**src/hdl/scfr_pkg.sv**
```systemverilog
// Package with shared types and constants for the sync checksum frame receiver.
package scfr_pkg;

    // Sequencer states: byte intake, checksum walk, sync scan, frame shift, frame output.
    typedef enum logic [2:0] {
        ST_IDLE,
        ST_CHECK,
        ST_CHECK_END,
        ST_SCAN,
        ST_SCAN_END,
        ST_SHIFT,
        ST_SHIFT_END,
        ST_EMIT
    } t_state;

    // Register map, by register index.
    localparam logic REG_SYNC = 1'b0;

    localparam logic [7:0] SYNC_RESET = 8'hFF;

endpackage

```
**src/hdl/scfr_store.sv**
```systemverilog
// Frame buffer memory: one write port and one registered read port.
module scfr_store #(
    parameter int DEPTH = 64,
    parameter int AW    = 6
) (
    input  logic          i_clk,
    input  logic          i_wr_en,
    input  logic [AW-1:0] i_wr_addr,
    input  logic [7:0]    i_wr_data,
    input  logic          i_rd_en,
    input  logic [AW-1:0] i_rd_addr,
    output logic [7:0]    o_rd_data
);

    logic [7:0] r_mem [DEPTH];

    always_ff @(posedge i_clk) begin
        if (i_wr_en) begin
            r_mem[i_wr_addr] <= i_wr_data;
        end
    end

    always_ff @(posedge i_clk) begin
        if (i_rd_en) begin
            o_rd_data <= r_mem[i_rd_addr];
        end
    end

endmodule

```
**src/hdl/sync_checksum_frame_receiver_top.sv**
```systemverilog
// Sync byte framing receiver with additive checksum: top level and sequencer.
//
// Usage:
//   Input channel (i_rx_valid / o_rx_stall / i_rx_byte) takes one received byte per
//   word. While hunting, bytes are dropped until one equals the sync register; then
//   FRAME_BYTES bytes are gathered in the frame buffer.
//   A full frame is walked through one shared read port and 8-bit adder: byte 1
//   must equal the low 8 bits of the sum of bytes 2 .. FRAME_BYTES-1.
//   A passing frame is sent on the output channel (o_frame_valid / i_frame_stall)
//   as FRAME_BYTES words with index and last flag; each word waits on the
//   registered read before the next read is issued.
//   A failing frame is scanned for the next sync byte and shifted down, or
//   dropped if none is found. o_rx_stall is high for the whole walk, scan, shift
//   and output of a frame.
//   When the receiver stalls, the output word holds and the read sequencer waits.
//   Reset (synchronous, i_rst_n low) returns to hunting, empties the output and
//   loads the sync register with 0xFF. The buffer itself is not cleared.
//   The sync register sits at APB byte address 0 and may be written while idle.
module sync_checksum_frame_receiver_top #(
    parameter int FRAME_BYTES = 64
) (
    input  logic        i_clk,
    input  logic        i_rst_n,
    // receive channel
    input  logic        i_rx_valid,
    output logic        o_rx_stall,
    input  logic [7:0]  i_rx_byte,
    // frame channel
    output logic        o_frame_valid,
    input  logic        i_frame_stall,
    output logic [7:0]  o_frame_byte,
    output logic [5:0]  o_byte_index,
    output logic        o_last_byte,
    // configuration port
    input  logic        psel,
    input  logic        penable,
    input  logic        pwrite,
    input  logic [2:0]  paddr,
    input  logic [31:0] pwdata,
    output logic [31:0] prdata,
    output logic        pready
);

    localparam int AW = $clog2(FRAME_BYTES);
    localparam int FW = $clog2(FRAME_BYTES + 1);
    localparam logic [AW-1:0] LAST_ADDR = AW'(FRAME_BYTES - 1);
    localparam logic [FW-1:0] FULL      = FW'(FRAME_BYTES);

    scfr_pkg::t_state r_state, n_state;
    scfr_pkg::t_state r_rkind;

    logic [FW-1:0] r_fill, n_fill;
    logic [AW-1:0] r_ptr, n_ptr;
    logic [AW-1:0] r_off, n_off;
    logic [7:0]    r_sum, n_sum;
    logic [7:0]    r_ref, n_ref;
    logic [7:0]    r_sync;
    logic          r_rvalid;
    logic [AW-1:0] r_ridx;

    logic          rd_en;
    logic          wr_en;
    logic [AW-1:0] wr_addr;
    logic [7:0]    wr_data;
    logic [7:0]    rd_data;

    logic          rx_accept;
    logic          rx_take;
    logic [FW-1:0] fill_inc;
    logic          use_chk;
    logic          use_scan;
    logic          use_shift;
    logic          use_emit;
    logic          sync_hit;
    logic [7:0]    sum_final;
    logic          chk_pass;
    logic          emit_go;

    // ---------------------------------------------------------------------
    // Configuration port: a single sync register, writes need no wait.
    // ---------------------------------------------------------------------
    assign pready = 1'b1;
    assign prdata = (paddr[2] == scfr_pkg::REG_SYNC) ? {24'd0, r_sync} : 32'd0;

    always_ff @(posedge i_clk) begin
        if (!i_rst_n) begin
            r_sync <= scfr_pkg::SYNC_RESET;
        end else if (psel && penable && pwrite && pready
                     && paddr[2] == scfr_pkg::REG_SYNC) begin
            r_sync <= pwdata[7:0];
        end
    end

    // ---------------------------------------------------------------------
    // Frame buffer
    // ---------------------------------------------------------------------
    scfr_store #(
        .DEPTH (FRAME_BYTES),
        .AW    (AW)
    ) u_store (
        .i_clk     (i_clk),
        .i_wr_en   (wr_en),
        .i_wr_addr (wr_addr),
        .i_wr_data (wr_data),
        .i_rd_en   (rd_en),
        .i_rd_addr (r_ptr),
        .o_rd_data (rd_data)
    );

    // ---------------------------------------------------------------------
    // Qualifiers for returning read data: each read is tagged with the
    // phase that issued it, so stale data from an abandoned phase drops out.
    // ---------------------------------------------------------------------
    assign rx_accept = i_rx_valid && !o_rx_stall;
    assign rx_take   = rx_accept && ((r_fill != '0) || (i_rx_byte == r_sync));
    assign fill_inc  = r_fill + 1'b1;

    assign use_chk   = r_rvalid && (r_rkind == scfr_pkg::ST_CHECK)
                       && (r_state == scfr_pkg::ST_CHECK || r_state == scfr_pkg::ST_CHECK_END);
    assign use_scan  = r_rvalid && (r_rkind == scfr_pkg::ST_SCAN)
                       && (r_state == scfr_pkg::ST_SCAN || r_state == scfr_pkg::ST_SCAN_END);
    assign use_shift = r_rvalid && (r_rkind == scfr_pkg::ST_SHIFT)
                       && (r_state == scfr_pkg::ST_SHIFT || r_state == scfr_pkg::ST_SHIFT_END);
    assign use_emit  = r_rvalid && (r_rkind == scfr_pkg::ST_EMIT);

    assign sync_hit  = use_scan && (rd_data == r_sync);
    assign sum_final = r_sum + rd_data;
    assign chk_pass  = (sum_final == r_ref);

    // Issue an output read only when nothing is in flight and the output
    // word will be free by the time the data lands.
    assign emit_go   = !use_emit && (!o_frame_valid || !i_frame_stall);

    // ---------------------------------------------------------------------
    // Next state
    // ---------------------------------------------------------------------
    always_comb begin
        n_state = r_state;
        unique case (r_state)
            scfr_pkg::ST_IDLE: begin
                if (rx_take && r_fill != '0 && fill_inc == FULL) begin
                    n_state = scfr_pkg::ST_CHECK;
                end
            end
            scfr_pkg::ST_CHECK: begin
                if (r_ptr == LAST_ADDR) begin
                    n_state = scfr_pkg::ST_CHECK_END;
                end
            end
            scfr_pkg::ST_CHECK_END: begin
                n_state = chk_pass ? scfr_pkg::ST_EMIT : scfr_pkg::ST_SCAN;
            end
            scfr_pkg::ST_SCAN: begin
                priority if (sync_hit) begin
                    n_state = scfr_pkg::ST_SHIFT;
                end else if (r_ptr == LAST_ADDR) begin
                    n_state = scfr_pkg::ST_SCAN_END;
                end
            end
            scfr_pkg::ST_SCAN_END: begin
                n_state = sync_hit ? scfr_pkg::ST_SHIFT : scfr_pkg::ST_IDLE;
            end
            scfr_pkg::ST_SHIFT: begin
                if (r_ptr == LAST_ADDR) begin
                    n_state = scfr_pkg::ST_SHIFT_END;
                end
            end
            scfr_pkg::ST_SHIFT_END: begin
                n_state = scfr_pkg::ST_IDLE;
            end
            scfr_pkg::ST_EMIT: begin
                if (emit_go && r_ptr == LAST_ADDR) begin
                    n_state = scfr_pkg::ST_IDLE;
                end
            end
            default: n_state = scfr_pkg::ST_IDLE;
        endcase
    end

    // ---------------------------------------------------------------------
    // Datapath control and next values
    // ---------------------------------------------------------------------
    always_comb begin
        o_rx_stall = 1'b1;
        rd_en      = 1'b0;
        wr_en      = 1'b0;
        wr_addr    = '0;
        wr_data    = i_rx_byte;
        n_fill     = r_fill;
        n_ptr      = r_ptr;
        n_off      = r_off;
        n_sum      = r_sum;
        n_ref      = r_ref;

        // Checksum accumulation continues into the end state.
        if (use_chk) begin
            if (r_ridx == AW'(1)) begin
                n_ref = rd_data;
            end else begin
                n_sum = sum_final;
            end
        end

        // Shift writes land in the cycle after their reads.
        if (use_shift) begin
            wr_en   = 1'b1;
            wr_addr = r_ridx - r_off;
            wr_data = rd_data;
        end

        unique case (r_state)
            scfr_pkg::ST_IDLE: begin
                o_rx_stall = 1'b0;
                if (rx_take) begin
                    wr_en   = 1'b1;
                    wr_addr = (r_fill == '0) ? '0 : r_fill[AW-1:0];
                    n_fill  = fill_inc;
                    n_ptr   = AW'(1);
                    n_sum   = '0;
                end
            end
            scfr_pkg::ST_CHECK: begin
                rd_en = 1'b1;
                n_ptr = r_ptr + 1'b1;
            end
            scfr_pkg::ST_CHECK_END: begin
                n_ptr = chk_pass ? '0 : AW'(1);
            end
            scfr_pkg::ST_SCAN: begin
                if (sync_hit) begin
                    n_off = r_ridx;
                    n_ptr = r_ridx;
                end else begin
                    rd_en = 1'b1;
                    n_ptr = r_ptr + 1'b1;
                end
            end
            scfr_pkg::ST_SCAN_END: begin
                if (sync_hit) begin
                    n_off = r_ridx;
                    n_ptr = r_ridx;
                end else begin
                    n_fill = '0;
                end
            end
            scfr_pkg::ST_SHIFT: begin
                rd_en = 1'b1;
                n_ptr = r_ptr + 1'b1;
            end
            scfr_pkg::ST_SHIFT_END: begin
                n_fill = FULL - FW'(r_off);
            end
            scfr_pkg::ST_EMIT: begin
                if (emit_go) begin
                    rd_en = 1'b1;
                    n_ptr = r_ptr + 1'b1;
                    if (r_ptr == LAST_ADDR) begin
                        n_fill = '0;
                    end
                end
            end
            default: begin
                n_fill = '0;
            end
        endcase
    end

    // ---------------------------------------------------------------------
    // Registers
    // ---------------------------------------------------------------------
    always_ff @(posedge i_clk) begin
        if (!i_rst_n) begin
            r_state  <= scfr_pkg::ST_IDLE;
            r_fill   <= '0;
            r_rvalid <= 1'b0;
        end else begin
            r_state  <= n_state;
            r_fill   <= n_fill;
            r_rvalid <= rd_en;
        end
    end

    always_ff @(posedge i_clk) begin
        r_ptr <= n_ptr;
        r_off <= n_off;
        r_sum <= n_sum;
        r_ref <= n_ref;
        if (rd_en) begin
            r_ridx  <= r_ptr;
            r_rkind <= r_state;
        end
    end

    // Output word: load from the buffer read, drop once taken.
    always_ff @(posedge i_clk) begin
        if (!i_rst_n) begin
            o_frame_valid <= 1'b0;
        end else if (use_emit) begin
            o_frame_valid <= 1'b1;
        end else if (!i_frame_stall) begin
            o_frame_valid <= 1'b0;
        end
    end

    always_ff @(posedge i_clk) begin
        if (use_emit) begin
            o_frame_byte <= rd_data;
            o_byte_index <= 6'(r_ridx);
            o_last_byte  <= (r_ridx == LAST_ADDR);
        end
    end

endmodule
```
**config.mk**
```make
export PLATFORM = sky130hd
export DESIGN_NAME = sync_checksum_frame_receiver_top
export DESIGN_NICKNAME = d
export VERILOG_FILES = /design/src/hdl/scfr_pkg.sv /design/src/hdl/scfr_store.sv /design/src/hdl/sync_checksum_frame_receiver_top.sv
export SDC_FILE = /design/constraint.sdc
export NUM_CORES = 1
export LEC_CHECK = 0
export ABC_AREA = 1
export BUFFER_PORTS_ARGS = -buffer_cell sky130_fd_sc_hd__buf_2
export CORE_MARGIN = 1
export CORE_UTILIZATION = 30
export CTS_BUF_LIST = sky130_fd_sc_hd__clkbuf_16
export DETAILED_ROUTE_END_ITERATION = 16
export GPL_ROUTABILITY_DRIVEN = 0
export PLACE_DENSITY_LB_ADDON = 0.25
export SLEW_MARGIN = 10
export SYNTH_ARGS = -nofsm -noshare
export SYNTH_HDL_FRONTEND = slang
export SYNTH_HIERARCHICAL = 1
export SYNTH_SLANG_ARGS = --single-unit
```
**constraint.sdc**
```tcl
create_clock -name i_clk -period 4.2 [get_ports i_clk]
set_input_delay 0.21 -clock i_clk [delete_from_list [all_inputs] [get_ports i_clk]]
set_output_delay 0.21 -clock i_clk [all_outputs]
set_load 0.02 [all_outputs]
```
==> results of run 1 <==
## how the worst min path moves through the flow
stage                                      end  slack [ns]  cells past startpoint
after floorplan                      r_sync[0]        0.34                      2
after global placement               r_sync[0]        0.44                      3
after detailed placement             r_sync[0]        0.44                      3
after CTS                 u_store/r_mem[37][2]        0.16                      3
after global routing      u_store/r_mem[39][2]        0.17                      3
final                     u_store/r_mem[44][2]        0.18                      3
## timing repair
action,in CTS,in global routing
endpoints found under the hold margin,15,0
hold buffers,18,0
gates resized for setup,0,0
## synth_stat cells (2+ instances only)
library cell / instances / share of area (%)
sky130_fd_sc_hd__buf_4: 40 / 1.2
sky130_fd_sc_hd__buf_8: 2 / 0.12
sky130_fd_sc_hd__a21oi_1: 15 / 0.29
sky130_fd_sc_hd__edfxtp_1: 564 / 65
sky130_fd_sc_hd__nand2_1: 799 / 12
sky130_fd_sc_hd__nor3_1: 4 / 0.077
sky130_fd_sc_hd__mux2i_1: 2 / 0.077
sky130_fd_sc_hd__nor4_1: 8 / 0.19
sky130_fd_sc_hd__xor2_1: 9 / 0.30
sky130_fd_sc_hd__clkbuf_1: 18 / 0.26
sky130_fd_sc_hd__nor3_2: 2 / 0.077
sky130_fd_sc_hd__inv_2: 7 / 0.10
sky130_fd_sc_hd__a31oi_1: 4 / 0.096
sky130_fd_sc_hd__o21ai_1: 9 / 0.17
sky130_fd_sc_hd__fa_1: 2 / 0.15
sky130_fd_sc_hd__o22ai_1: 8 / 0.19
sky130_fd_sc_hd__inv_1: 89 / 1.3
sky130_fd_sc_hd__nor2_1: 117 / 1.7
sky130_fd_sc_hd__nor3b_1: 2 / 0.058
sky130_fd_sc_hd__buf_6: 36 / 1.6
sky130_fd_sc_hd__nand3_2: 3 / 0.12
sky130_fd_sc_hd__o21ai_0: 20 / 0.38
sky130_fd_sc_hd__nor2_2: 2 / 0.048
sky130_fd_sc_hd__buf_1: 11 / 0.16
sky130_fd_sc_hd__xnor2_1: 12 / 0.40
sky130_fd_sc_hd__nand3b_1: 3 / 0.087
sky130_fd_sc_hd__nand3_1: 471 / 9.1
sky130_fd_sc_hd__dfxtp_1: 28 / 2.2
sky130_fd_sc_hd__nand4_1: 20 / 0.48
sky130_fd_sc_hd__conb_1: 2 / 0.029
sky130_fd_sc_hd__nand2_4: 2 / 0.087
sky130_fd_sc_hd__ha_1: 17 / 0.82
sky130_fd_sc_hd__nand2_2: 2 / 0.048
sky130_fd_sc_hd__buf_2: 40 / 0.77
sky130_fd_sc_hd__o211ai_1: 9 / 0.26
sky130_fd_sc_hd__or2_2: 2 / 0.048
## power groups by stage
stage | clock network [mW] | logic (mW) | registers, mW
floorplan | 0 | 1.30 | 6.77
detailed placement | 0 | 2.01 | 6.82
finish | 5.72 | 2.03 | 6.69
CTS | 5.87 | 2.02 | 6.69
global placement | 0 | 1.99 | 6.81
global route | 6.09 | 2.23 | 6.70
## worst max-delay path: stages (launching register included)
cell and delay, ns:
sky130_fd_sc_hd__dfxtp_1 0.64, sky130_fd_sc_hd__nand2_1 0.15, sky130_fd_sc_hd__nor2_2 0.25, sky130_fd_sc_hd__inv_2 0.10
sky130_fd_sc_hd__nand2_1 0.13, sky130_fd_sc_hd__nand4_2 0.23, sky130_fd_sc_hd__inv_2 0.22, sky130_fd_sc_hd__nand2_1 0.07
sky130_fd_sc_hd__o21ai_0 0.44, sky130_fd_sc_hd__nand4_1 0.21, sky130_fd_sc_hd__buf_4 0.29, sky130_fd_sc_hd__nor2_1 0.59
## flip-flops by register name, summed over array words and instances (netlist names)
register	cells
u_store/r_mem	512
o_frame_byte	8
r_ref	8
r_sum	8
r_sync	8
u_store/o_rd_data	8
r_fill	7
o_byte_index	6
r_off	6
r_ptr	6
r_ridx	6
r_rkind	3
r_state	3
o_frame_valid	1
o_last_byte	1
r_rvalid	1
## cell type report
cell class                 count  area, sq um  share of cell area [%]
clock inverter                54        409.1                   1.370
tap                         1144         1431                   4.792
multi-input combinational   1580         7261                   24.31
inverter                      97        371.6                   1.244
timing repair buffer         145         1151                   3.853
sequential                   592        17500                   58.57
clock buffer                  70         1752                   5.864
## layer usage
metal | vias to the layer above | part of all wire, % | GRT usage, %
li1 | 8422 | - | -
met1 | 8532 | 46 | 21.36
met2 | 442 | 47 | 25.15
met3 | 107 | 5.4 | 3.071
met4 | 0 | 2.5 | 4.752
met5 | - | 0 | 0
## per-stage QoR
| stage | util (%) | power, mW | setup WS (ns) | instances | instance area [sq um] |
|---|---|---|---|---|---|
| final | 34.92 | 14.44 | 0.4822 | 3682 | 29870 |
| after detailed placement | 32.18 | 8.823 | 0.5292 | 3540 | 27530 |
| after CTS | 34.92 | 14.59 | 0.5165 | 3682 | 29870 |
| after global placement | 32.18 | 8.802 | 0.6296 | 3540 | 27530 |
| after global routing | 34.92 | 15.02 | 0.2414 | 3682 | 29870 |
| after floorplan | - | 8.063 | 0.7727 | 2416 | 26110 |
## logic make-up (layout without fill, tap and decap cells)
| kind of cell | count (synthesis) | after routing | share of synthesized area, % |
|---|---|---|---|
| AND/OR/NAND/NOR | 1442 | 1442 | 23.89 |
| flip-flops | 592 | 592 | 67.24 |
| buffers and inverters | 244 | 366 | 5.433 |
| AO/OA/AOI/OAI | 71 | 71 | 1.654 |
| XOR/XNOR | 21 | 21 | 0.7068 |
| adder cells (fa/ha/maj) | 19 | 19 | 0.9713 |
| other | 2 | 25 | 0.02886 |
| multiplexers | 2 | 2 | 0.07694 |
==> results.rst, run 1 <==
.. list-table::
   :header-rows: 1

   * - Metric
     - Value
   * - CTS Buf Count
     - 68
   * - Wire length of the first global-routing pass
     - 103400 um
   * - Horizontal extent of the die
     - 296.5 um
   * - Data required time of the worst path
     - 4.43 ns
   * - R2R cell count
     - 11
   * - Synth warn
     - 6
   * - Via/cell ratio
     - 4.754
   * - Final Slew Violations
     - 0
   * - Final worst-path cycle share
     - roughly 89%
   * - All-layer global routing usage
     - 15.67%
   * - Total overflow reported by the global router
     - 0
   * - Worst clock skew on the final layout
     - about 0.025 ns
   * - Final min period
     - 3.718 ns
   * - Initial core utilization
     - 30.42%
   * - Core region area
     - 85550 sq um
   * - Clock tree from TritonCTS
     - done
   * - Most common cell after layout, fill and taps aside
     - sky130_fd_sc_hd__nand2_1
   * - DRC violation count after routing
     - 0
   * - Signed area change from the synthesized netlist to the final layout
     - 14.80%
   * - Unrepaired setup endpoints after global routing
     - no
   * - Clk Latency, worst-skew pair
     - 0.61 ns
   * - Startpoint of the worst register-to-register path
     - r_state[2]
   * - Worst Setup SP
     - r_state[2]
   * - Class of the most critical setup path
     - reg2reg
   * - Classification of the worst-slack hold path
     - in2reg
   * - EDFF count, synth
     - 564
   * - Final worst hold slack
     - ~0.18 ns
   * - Switching power
     - 3.961 mW
   * - Vias post-DR
     - 17500
   * - Post-synth ARST share
     - 0%
   * - Maximum clock frequency
     - 269.0 MHz
   * - Io pins
     - 100
   * - Row count
     - 107
   * - Comb power frac
     - 14.0%
   * - Count of buffers added by post-CTS timing repair for setup
     - 0
   * - Crit path arrival time
     - ~3.9 ns
   * - Pin count of the biggest net entering global routing
     - between 200 and 250
   * - Count of maximum capacitance violations
     - 0
   * - Aggregate routed wire length
     - 68420 um
   * - Initial antenna violation count
     - 1
   * - Highest-count cells in the layout ignoring fill and taps
     - sky130_fd_sc_hd__nand2_1 (796), sky130_fd_sc_hd__edfxtp_1 (564), sky130_fd_sc_hd__nand3_1 (471), sky130_fd_sc_hd__nor2_1 (117), sky130_fd_sc_hd__inv_1 (104)
   * - Clock transition at path regs
     - 0.06 ns
   * - Routed length per instance
     - 18.58 um
   * - Static Leakage
     - between 10 and 15 nW
   * - Mapped Area
     - about 26000 sq um
   * - Worst setup slack for register-to-register paths
     - approximately 0.48 ns
   * - Number of buffer cells added on primary ports
     - 48
   * - Max H-tree Level
     - 3
   * - DRC marker count from the first detailed-route iteration
     - ~1500
   * - Run status
     - finished clean
   * - Unique masters post-synth
     - 48
   * - Count of filler cells inserted in the layout
     - 8459
   * - Number of clock sinks
     - 592
   * - Fraction of the yosys area taken by sequential cells
     - 67.24%
   * - Max Buffers Root-to-Sink
     - 3
   * - Internal power consumption
     - 10.48 mW
   * - First-pass detailed-route iteration total
     - 7
   * - Number of hold violations in the final report
     - 0
   * - Sort of element at the start of the critical path
     - flip-flop
   * - Floorplan die area
     - between 80000 and 90000 sq um
   * - Mapped Cells
     - between 2000 and 2500
   * - Beginning of the worst hold path
     - i_rx_byte[2]
   * - Switching part of the total power
     - 27.43%
   * - Via count of the first global-routing pass
     - 16840
   * - Fraction of layout instances using a drive strength above 1
     - 10.40%
   * - VDD IR max
     - approximately 0.25 mV
   * - Nets@finish
     - about 2600
   * - Synth Flop Type
     - sky130_fd_sc_hd__edfxtp_1
   * - Synthesized flop and latch total
     - 592
   * - Clock Tree Root
     - sky130_fd_sc_hd__clkbuf_16
   * - Syn avg cell area
     - around 11 sq um
   * - Power per cell area
     - 483.4 nW/um^2
   * - Share of total power in sequential cells
     - 46.4%
   * - Final setup TNS
     - 0 ns
   * - Transition at the pin with the smallest max-transition slack
     - approximately 1.2 ns
   * - Die boundary height
     - around 300 um
   * - Worst R2R End
     - u_store/r_mem[3][7]
   * - Number of antenna diodes
     - 0
   * - Clock network fraction of design power
     - slightly below 40%
   * - Count of endpoints failing setup in the final report
     - 0
   * - Highest fanout seen on the critical path
     - 9
   * - End point of the critical path
     - u_store/r_mem[3][7]
   * - Max_slew headroom
     - 21.28%
   * - Post-detailed-placement half-perimeter wirelength
     - approximately 40000 um
   * - Number of routed nets with antenna violations
     - 0
   * - Critical path endpoint category
     - flip-flop
Note: power is estimated with default switching activity, not from simulation.
==> inputs of run 2 (changes only) <==
--- a/config.mk
+++ b/config.mk
@@ -7,13 +7,14 @@
 export LEC_CHECK = 0
 export ABC_AREA = 1
 export BUFFER_PORTS_ARGS = -buffer_cell sky130_fd_sc_hd__buf_2
+export CELL_PAD_IN_SITES_DETAIL_PLACEMENT = 1
+export CELL_PAD_IN_SITES_GLOBAL_PLACEMENT = 2
 export CORE_MARGIN = 1
 export CORE_UTILIZATION = 30
 export CTS_BUF_LIST = sky130_fd_sc_hd__clkbuf_16
 export DETAILED_ROUTE_END_ITERATION = 16
 export GPL_ROUTABILITY_DRIVEN = 0
-export PLACE_DENSITY_LB_ADDON = 0.25
-export SLEW_MARGIN = 10
+export PLACE_DENSITY = 0.73
 export SYNTH_ARGS = -nofsm -noshare
 export SYNTH_HDL_FRONTEND = slang
 export SYNTH_HIERARCHICAL = 1
==> run 2 against run 1 <==
Effect of this change:
- utilization increased by 0.094 points
- worst setup slack got worse by 0.077 ns
- clock skew increased by 0.0039 ns
- combinational power increased by 7%
- power increased by 0.23%
- sequential share of layout area decreased by 0.16 points
- critical path type unchanged
- critical path depth unchanged
==> results.rst, run 2 (same netlist as run 1, synthesis figures left out) <==
.. list-table::
   :header-rows: 1

   * - Metric
     - Value
   * - Final worst hold slack
     - 0.02261 ns (-0.1559 ns)
   * - Core region area
     - 85550 sq um (unchanged)
   * - Total non-filler cell area in the finished layout
     - 29950 sq um (+0.27%)
   * - Transition at the pin with the smallest max-transition slack
     - 1.266 ns (+0.09740 ns)
   * - Via count of the first global-routing pass
     - 18580 (+10%)
   * - Max Buffers Root-to-Sink
     - 3 (unchanged)
   * - CTS Buf Count
     - 67 (-1.5%)
   * - Pre-CTS setup slack
     - 0.3897 ns (-0.1395 ns)
   * - Pin count of the biggest net entering global routing
     - 130 (-37%)
   * - Count of maximum capacitance violations
     - 0 (unchanged)
   * - Number of clock sinks
     - 592 (unchanged)
   * - Final min period
     - 3.795 ns (+0.07695 ns)
   * - Worst clock skew on the final layout
     - 0.02884 ns (+0.003913 ns)
   * - Number of hold violations in the final report
     - 0 (unchanged)
   * - Max_slew headroom
     - 15.52% (-5.8 points)
   * - Clock tree from TritonCTS
     - done
   * - Standard cell area after detailed placement
     - 27750 sq um (+0.80%)
   * - Count of endpoints failing setup in the final report
     - 0 (unchanged)
   * - Horizontal extent of the die
     - 296.5 um (unchanged)
   * - Register with the highest flop count
     - u_store/r_mem
   * - Sort of element at the start of the critical path
     - flip-flop
   * - Highest fanout seen on the critical path
     - 9 (unchanged)
   * - Fraction of layout instances using a drive strength above 1
     - 11.30% (+0.90 points)
   * - Routed length per instance
     - 20.34 um (+9.4%)
   * - DRC violation count after routing
     - 0 (unchanged)
   * - Total overflow reported by the global router
     - 0 (unchanged)
   * - All-layer global routing usage
     - 17.29% (+1.6 points)
   * - Final worst-path cycle share
     - 90.35% (+1.8 points)
   * - Overall power consumption
     - 14.47 mW (+0.23%)
   * - Utilization of the core after routing
     - 35.01% (+0.094 points)
   * - Worst Setup SP
     - r_state[2]
   * - Data required time of the worst path
     - 4.44 ns (about the same)
   * - Via/cell ratio
     - 4.856 (+2.2%)
   * - Floorplan die area
     - 87920 sq um (unchanged)
   * - Critical path endpoint category
     - flip-flop
   * - Max H-tree Level
     - 3 (unchanged)
   * - Non-filler cells, final
     - 3701 (+0.52%)
   * - Crit path arrival time
     - 4.03 ns (+0.09 ns)
   * - Number of routed nets with antenna violations
     - 0 (unchanged)
   * - Clock transition at path regs
     - 0.06 ns (about the same)
   * - Wire length of the first global-routing pass
     - 114600 um (+11%)
   * - Post-detailed-placement half-perimeter wirelength
     - 46140 um (+12%)
   * - Io pins
     - 100 (unchanged)
   * - Clock Tree Root
     - sky130_fd_sc_hd__clkbuf_16
   * - Static Leakage
     - 11.19 nW (+0.81%)
   * - Initial antenna violation count
     - 1 (unchanged)
   * - Flip-flop count of the largest register, all copies and words added
     - 512 (unchanged)
   * - Placed cell count
     - 3571 (+0.88%)
   * - Aggregate routed wire length
     - 75270 um (+10%)
   * - VDD IR max
     - 0.2744 mV (+11%)
   * - Number of buffer cells added on primary ports
     - 48 (unchanged)
   * - Startpoint of the worst register-to-register path
     - r_state[2]
   * - Classification of the worst-slack hold path
     - in2reg
   * - Highest-count cells in the layout ignoring fill and taps
     - sky130_fd_sc_hd__nand2_1 (796), sky130_fd_sc_hd__edfxtp_1 (564), sky130_fd_sc_hd__nand3_1 (471), sky130_fd_sc_hd__nor2_1 (117), sky130_fd_sc_hd__buf_4 (100)
   * - Initial core utilization
     - 30.42% (unchanged)
   * - Final Slew Violations
     - 0 (unchanged)
   * - Run status
     - finished clean
   * - DRC marker count from the first detailed-route iteration
     - 1211 (-21%)
   * - Final setup TNS
     - 0 ns (unchanged)
   * - Class of the most critical setup path
     - reg2reg
   * - Power per cell area
     - 483.2 nW/um^2 (about the same)
   * - Die boundary height
     - 296.5 um (unchanged)
   * - Row count
     - 107 (unchanged)
   * - Count of buffers added by post-CTS timing repair for setup
     - 0 (unchanged)
   * - Beginning of the worst hold path
     - i_rst_n
   * - Maximum clock frequency
     - 263.5 MHz (-2.0%)
   * - Signed area change from the synthesized netlist to the final layout
     - 15.11%
   * - Number of antenna diodes
     - 0 (unchanged)
   * - Final worst slack
     - 0.4053 ns (-0.07695 ns)
   * - Vias post-DR
     - 17970 (+2.7%)
   * - Most common cell after layout, fill and taps aside
     - sky130_fd_sc_hd__nand2_1
   * - Clk Latency, worst-skew pair
     - 0.61 ns (about the same)
   * - Nets@finish
     - 2575 (+0.86%)
   * - First-pass detailed-route iteration total
     - 5 (-2)
   * - Unrepaired setup endpoints after global routing
     - no
-- run 2: cell count changes in the layout (fill, tap and decap cells not counted), moves of 3 or more --
cell                            before  now
sky130_fd_sc_hd__dlygate4sd3_1      18   10
sky130_fd_sc_hd__inv_6               6    3
sky130_fd_sc_hd__inv_1             104   99
sky130_fd_sc_hd__clkinv_1           10   17
sky130_fd_sc_hd__buf_4              68  100
-- run 2: path summary, 6_finish.rpt --
| kind | to | slack [ns] | cells after the start |
|---|---|---|---|
| setup / recovery | u_store/r_mem[22][2] | 0.41 | 11 |
| hold / removal | r_sync[1] | 0.02 | 2 |
| setup reg to reg | u_store/r_mem[22][2] | 0.41 | 11 |
| hold reg to reg | r_sum[0] | 0.51 | 2 |
-- run 2: timing repair --
| item | 4_1_cts | 5_1_grt |
|---|---|---|
| hold buffers | 10 | 0 |
| endpoints found under the hold margin | 9 | 0 |
| endpoints found under the setup margin | 0 | 0 |
| resized for setup | 0 | 0 |
-- run 2: layer usage --
layer / global-route usage, % / vias to the layer above / share of wire, %
li1: - / 8455 / -
met2: 28.45 / 429 / 47
met1: 23.18 / 8963 / 45
met5: 0 / - / 0
met3: 2.675 / 126 / 4.8
met4: 5.834 / 0 / 2.9
-- run 2: worst max-delay path: stages, from the launching register on --
cell and delay [ns]:
sky130_fd_sc_hd__dfxtp_1 0.63, sky130_fd_sc_hd__nand2_1 0.17, sky130_fd_sc_hd__nor2_2 0.25, sky130_fd_sc_hd__inv_2 0.10, sky130_fd_sc_hd__nand2_1 0.09, sky130_fd_sc_hd__nand4_2 0.22
sky130_fd_sc_hd__inv_2 0.20, sky130_fd_sc_hd__o21ai_1 0.09, sky130_fd_sc_hd__o22ai_1 0.22, sky130_fd_sc_hd__buf_4 0.21, sky130_fd_sc_hd__nand4_1 0.50, sky130_fd_sc_hd__nor2_1 0.75
-- run 2: area by class of cell --
class	instances	area (sq um)
clock buffers	69	1727
clock inverters	51	374.1
fillers	9451	55600
inverters	97	371.6
multi-input cells	1580	7261
flip-flops and latches	592	17500
well taps	1144	1431
repair buffers	168	1291
-- run 2: power breakdown --
| group | internal (mW) | switching, mW |
|---|---|---|
| clock | 3.24 | 2.39 |
| combinational | 0.584 | 1.59 |
| sequential | 6.59 | 0.0766 |
==> inputs of run 3 (changes only) <==
--- a/config.mk
+++ b/config.mk
@@ -5,7 +5,6 @@
 export SDC_FILE = /design/constraint.sdc
 export NUM_CORES = 1
 export LEC_CHECK = 0
-export ABC_AREA = 1
 export BUFFER_PORTS_ARGS = -buffer_cell sky130_fd_sc_hd__buf_2
 export CELL_PAD_IN_SITES_DETAIL_PLACEMENT = 1
 export CELL_PAD_IN_SITES_GLOBAL_PLACEMENT = 2
@@ -14,7 +13,7 @@
 export CTS_BUF_LIST = sky130_fd_sc_hd__clkbuf_16
 export DETAILED_ROUTE_END_ITERATION = 16
 export GPL_ROUTABILITY_DRIVEN = 0
-export PLACE_DENSITY = 0.73
+export PLACE_DENSITY = 0.67
 export SYNTH_ARGS = -nofsm -noshare
 export SYNTH_HDL_FRONTEND = slang
 export SYNTH_HIERARCHICAL = 1
==> run 3 against run 2 <==
Effect of this change:
- sequential power down 2%
- routed wire length down 17%
- sequential share of layout area up 2.1 points
- clock skew down 0.010 ns
- critical endpoint is now u_store/r_mem[0][1]
- highest routed layer unchanged
==> results.rst, run 3 <==
.. list-table::
   :header-rows: 1

   * - Metric
     - Value
   * - Run status
     - finished clean
   * - CTS resizes
     - 0 (unchanged)
   * - Leading post-synthesis cells by instance count
     - sky130_fd_sc_hd__edfxtp_1 (564), sky130_fd_sc_hd__mux4_2 (126), sky130_fd_sc_hd__nor2_1 (105)
   * - Final worst-path cycle share
     - 86.21% (-4.1 points)
   * - Number of clock sinks
     - 592 (unchanged)
   * - Io pins
     - 100 (unchanged)
   * - Clock Tree Root
     - sky130_fd_sc_hd__clkbuf_16
   * - Worst clock skew on the final layout
     - 0.01858 ns (-0.01026 ns)
   * - Core region area
     - 81070 sq um (-5.2%)
   * - Via count of the first global-routing pass
     - 13820 (-26%)
   * - DRC marker count from the first detailed-route iteration
     - 850 (-30%)
   * - Internal power consumption
     - 9.772 mW (-6.1%)
   * - Vias post-DR
     - 13350 (-26%)
   * - Initial core utilization
     - 30.52% (+0.10 points)
   * - Most common cell after layout, fill and taps aside
     - sky130_fd_sc_hd__edfxtp_1
   * - Final Slew Violations
     - 0 (unchanged)
   * - Wire length of the first global-routing pass
     - 91530 um (-20%)
   * - Top cells by area, synth
     - sky130_fd_sc_hd__edfxtp_1 (68%), sky130_fd_sc_hd__mux4_2 (11%), sky130_fd_sc_hd__dfxtp_1 (2.3%)
   * - Post-synth ARST share
     - 0% (unchanged)
   * - Routed length per instance
     - 23.22 um (+14%)
   * - Class of the most critical setup path
     - reg2reg
   * - Fraction of layout instances using a drive strength above 1
     - 25.31% (+14 points)
   * - Post-synth top area cell
     - sky130_fd_sc_hd__edfxtp_1
   * - Row count
     - 104 (-2.8%)
   * - Sort of element at the start of the critical path
     - flip-flop
   * - Static Leakage
     - 9.609 nW (-14%)
   * - Unrepaired setup endpoints after global routing
     - no
   * - Clock network fraction of design power
     - 43.1% (+4.2 points)
   * - Max H-tree Level
     - 2 (-1)
   * - Flip-flop count of the largest register, all copies and words added
     - 512 (unchanged)
   * - Final setup TNS
     - 0 ns (unchanged)
   * - Clk Latency, worst-skew pair
     - 0.64 ns (+0.03 ns)
   * - Synthesized flop and latch total
     - 592 (unchanged)
   * - Signed area change from the synthesized netlist to the final layout
     - 16.80%
   * - Switching part of the total power
     - 21.16% (-6.9 points)
   * - Count of endpoints failing setup in the final report
     - 0 (unchanged)
   * - Register with the highest flop count
     - u_store/r_mem
   * - Synth Flop Type
     - sky130_fd_sc_hd__edfxtp_1
   * - Number of antenna diodes
     - 0 (unchanged)
   * - Total overflow reported by the global router
     - 0 (unchanged)
   * - Utilization of the core after routing
     - 35.65% (+0.63 points)
   * - Unique masters post-synth
     - 72 (+50%)
   * - Pin count of the biggest net entering global routing
     - 77 (-41%)
   * - VDD IR max
     - 0.2851 mV (+3.9%)
   * - Initial antenna violation count
     - 0 (-1)
   * - Synth warn
     - 6 (unchanged)
   * - Clock transition at path regs
     - 0.06 ns (about the same)
   * - Number of routed nets with antenna violations
     - 0 (unchanged)
   * - Floorplan die area
     - 83620 sq um (-4.9%)
   * - Final min period
     - 3.621 ns (-0.1738 ns)
   * - Nets@finish
     - 1637 (-36%)
   * - Max Buffers Root-to-Sink
     - 3 (unchanged)
   * - Critical path endpoint category
     - flip-flop
   * - Share of the synthesized area in the top cell type
     - 68.45% (+3.4 points)
   * - Clock tree from TritonCTS
     - done
   * - DRC violation count after routing
     - 0 (unchanged)
   * - Highest fanout seen on the critical path
     - 8 (-1)
   * - Via/cell ratio
     - 4.979 (+2.5%)
   * - All-layer global routing usage
     - 14.85% (-2.4 points)
   * - Highest-count cells in the layout ignoring fill and taps
     - sky130_fd_sc_hd__edfxtp_1 (564), sky130_fd_sc_hd__mux4_2 (126), sky130_fd_sc_hd__buf_4 (108), sky130_fd_sc_hd__nor2_1 (105), sky130_fd_sc_hd__nand2_1 (68)
   * - EDFF count, synth
     - 564 (unchanged)
   * - Transition at the pin with the smallest max-transition slack
     - 0.7838 ns (-0.4820 ns)
   * - Horizontal extent of the die
     - 289.2 um (-2.5%)
   * - Fraction of the yosys area taken by sequential cells
     - 70.72% (+3.5 points)
   * - Number of buffer cells added on primary ports
     - 48 (unchanged)
   * - Count of filler cells inserted in the layout
     - 8155 (-14%)
   * - Cell with the most instances after synthesis
     - sky130_fd_sc_hd__edfxtp_1
   * - Mapped Area
     - 24740 sq um (-4.9%)
   * - Comb power frac
     - 4.3% (-11 points)
   * - Max_slew headroom
     - 47.54% (+32 points)
   * - Die boundary height
     - 289.2 um (-2.5%)
   * - Post-detailed-placement half-perimeter wirelength
     - 39870 um (-14%)
   * - Crit path arrival time
     - 3.96 ns (-0.07 ns)
   * - Data required time of the worst path
     - 4.54 ns (+0.10 ns)
   * - Mapped Cells
     - 1396 (-42%)
   * - Share of total power in sequential cells
     - 52.6% (+6.5 points)
   * - Syn avg cell area
     - 17.72 sq um (+63%)
   * - CTS Buf Count
     - 61 (-9.0%)
   * - Classification of the worst-slack hold path
     - in2reg
   * - Switching power
     - 2.622 mW (-35%)
   * - First-pass detailed-route iteration total
     - 5 (unchanged)
   * - Maximum clock frequency
     - 276.2 MHz (+4.8%)
   * - Number of hold violations in the final report
     - 0 (unchanged)
   * - Count of maximum capacitance violations
     - 0 (unchanged)
   * - Aggregate routed wire length
     - 62220 um (-17%)
   * - Power per cell area
     - 428.9 nW/um^2 (-11%)
==> run 3: final timing paths <==
path	cells after the start	slack (ns)	from	to
max	11	0.58	r_off[1]	u_store/r_mem[0][1]
min	2	0.04	i_rst_n	r_sync[1]
min reg2reg	2	0.51	r_sum[2]	r_sum[2]
max reg2reg	11	0.58	r_off[1]	u_store/r_mem[0][1]
==> run 3: what timing repair did <==
item | in CTS | in global routing
endpoints found under the hold margin | 8 | 0
hold buffers | 15 | 0
buffers inserted | 0 | 0
==> run 3: final cells by class <==
class,count,area (sq um),share of cell area (%)
flip-flops and latches,592,17500,60.55
well taps,1060,1326,4.590
repair buffers,179,1361,4.711
multi-input cells,715,6673,23.09
inverters,19,71.32,0.2468
clock buffers,61,1526,5.282
clock inverters,54,442.9,1.533
==> run 3: per-stage QoR <==
stage          std cells  worst slack, ns  hold slack (ns)  instance area, sq um  power, mW
2_1_floorplan       1419           0.9693           0.3342                 24830      7.028
3_3_place_gp        2550           0.6398           0.4277                 26780      7.147
3_5_place_dp        2550           0.6155           0.4322                 26780      7.170
4_1_cts             2680           0.5932         0.004013                 28900      12.53
5_1_grt             2680           0.4017          0.04441                 28900      12.78
6_report            2680           0.5791          0.04235                 28900      12.39
==> run 3: metal layers <==
layer | vias up | track usage, % | part of all wire, %
li1 | 5886 | - | -
met1 | 7028 | 19.93 | 44
met2 | 336 | 24.84 | 48
met3 | 95 | 2.441 | 4.6
met4 | 0 | 4.158 | 2.5
met5 | - | 0 | 0
==> run 3: kinds of logic after synthesis <==
logic type / count (synthesis) / synth area share (%)
AO/OA/AOI/OAI: 143 / 4.198
XOR/XNOR: 46 / 1.795
adder cells (fa/ha/maj): 19 / 1.022
buffers and inverters: 112 / 2.675
flip-flops: 592 / 70.72
multiplexers: 178 / 13.68
other: 2 / 0.03035
AND/OR/NAND/NOR: 304 / 5.881
==> run 3: worst max-delay path, cell delays in order (launching register included) <==
cell	delay, ns
sky130_fd_sc_hd__edfxtp_1	0.40
sky130_fd_sc_hd__inv_1	0.15
sky130_fd_sc_hd__ha_1	0.24
sky130_fd_sc_hd__nor2b_1	0.13
sky130_fd_sc_hd__o21ai_0	0.21
sky130_fd_sc_hd__a21oi_1	0.12
sky130_fd_sc_hd__o21a_1	0.18
sky130_fd_sc_hd__or3_1	0.34
sky130_fd_sc_hd__a32o_1	0.44
sky130_fd_sc_hd__or3_1	0.58
sky130_fd_sc_hd__nor2_1	0.30
sky130_fd_sc_hd__buf_4	0.23
==> run 3: power groups by stage <==
stage	Sequential [mW]	Clock [mW]	Combinational, mW
2_1_floorplan	6.63	0	0.394
3_3_place_gp	6.64	0	0.507
3_5_place_dp	6.64	0	0.528
4_1_cts	6.52	5.47	0.539
5_1_grt	6.52	5.67	0.582
6_report	6.52	5.34	0.532
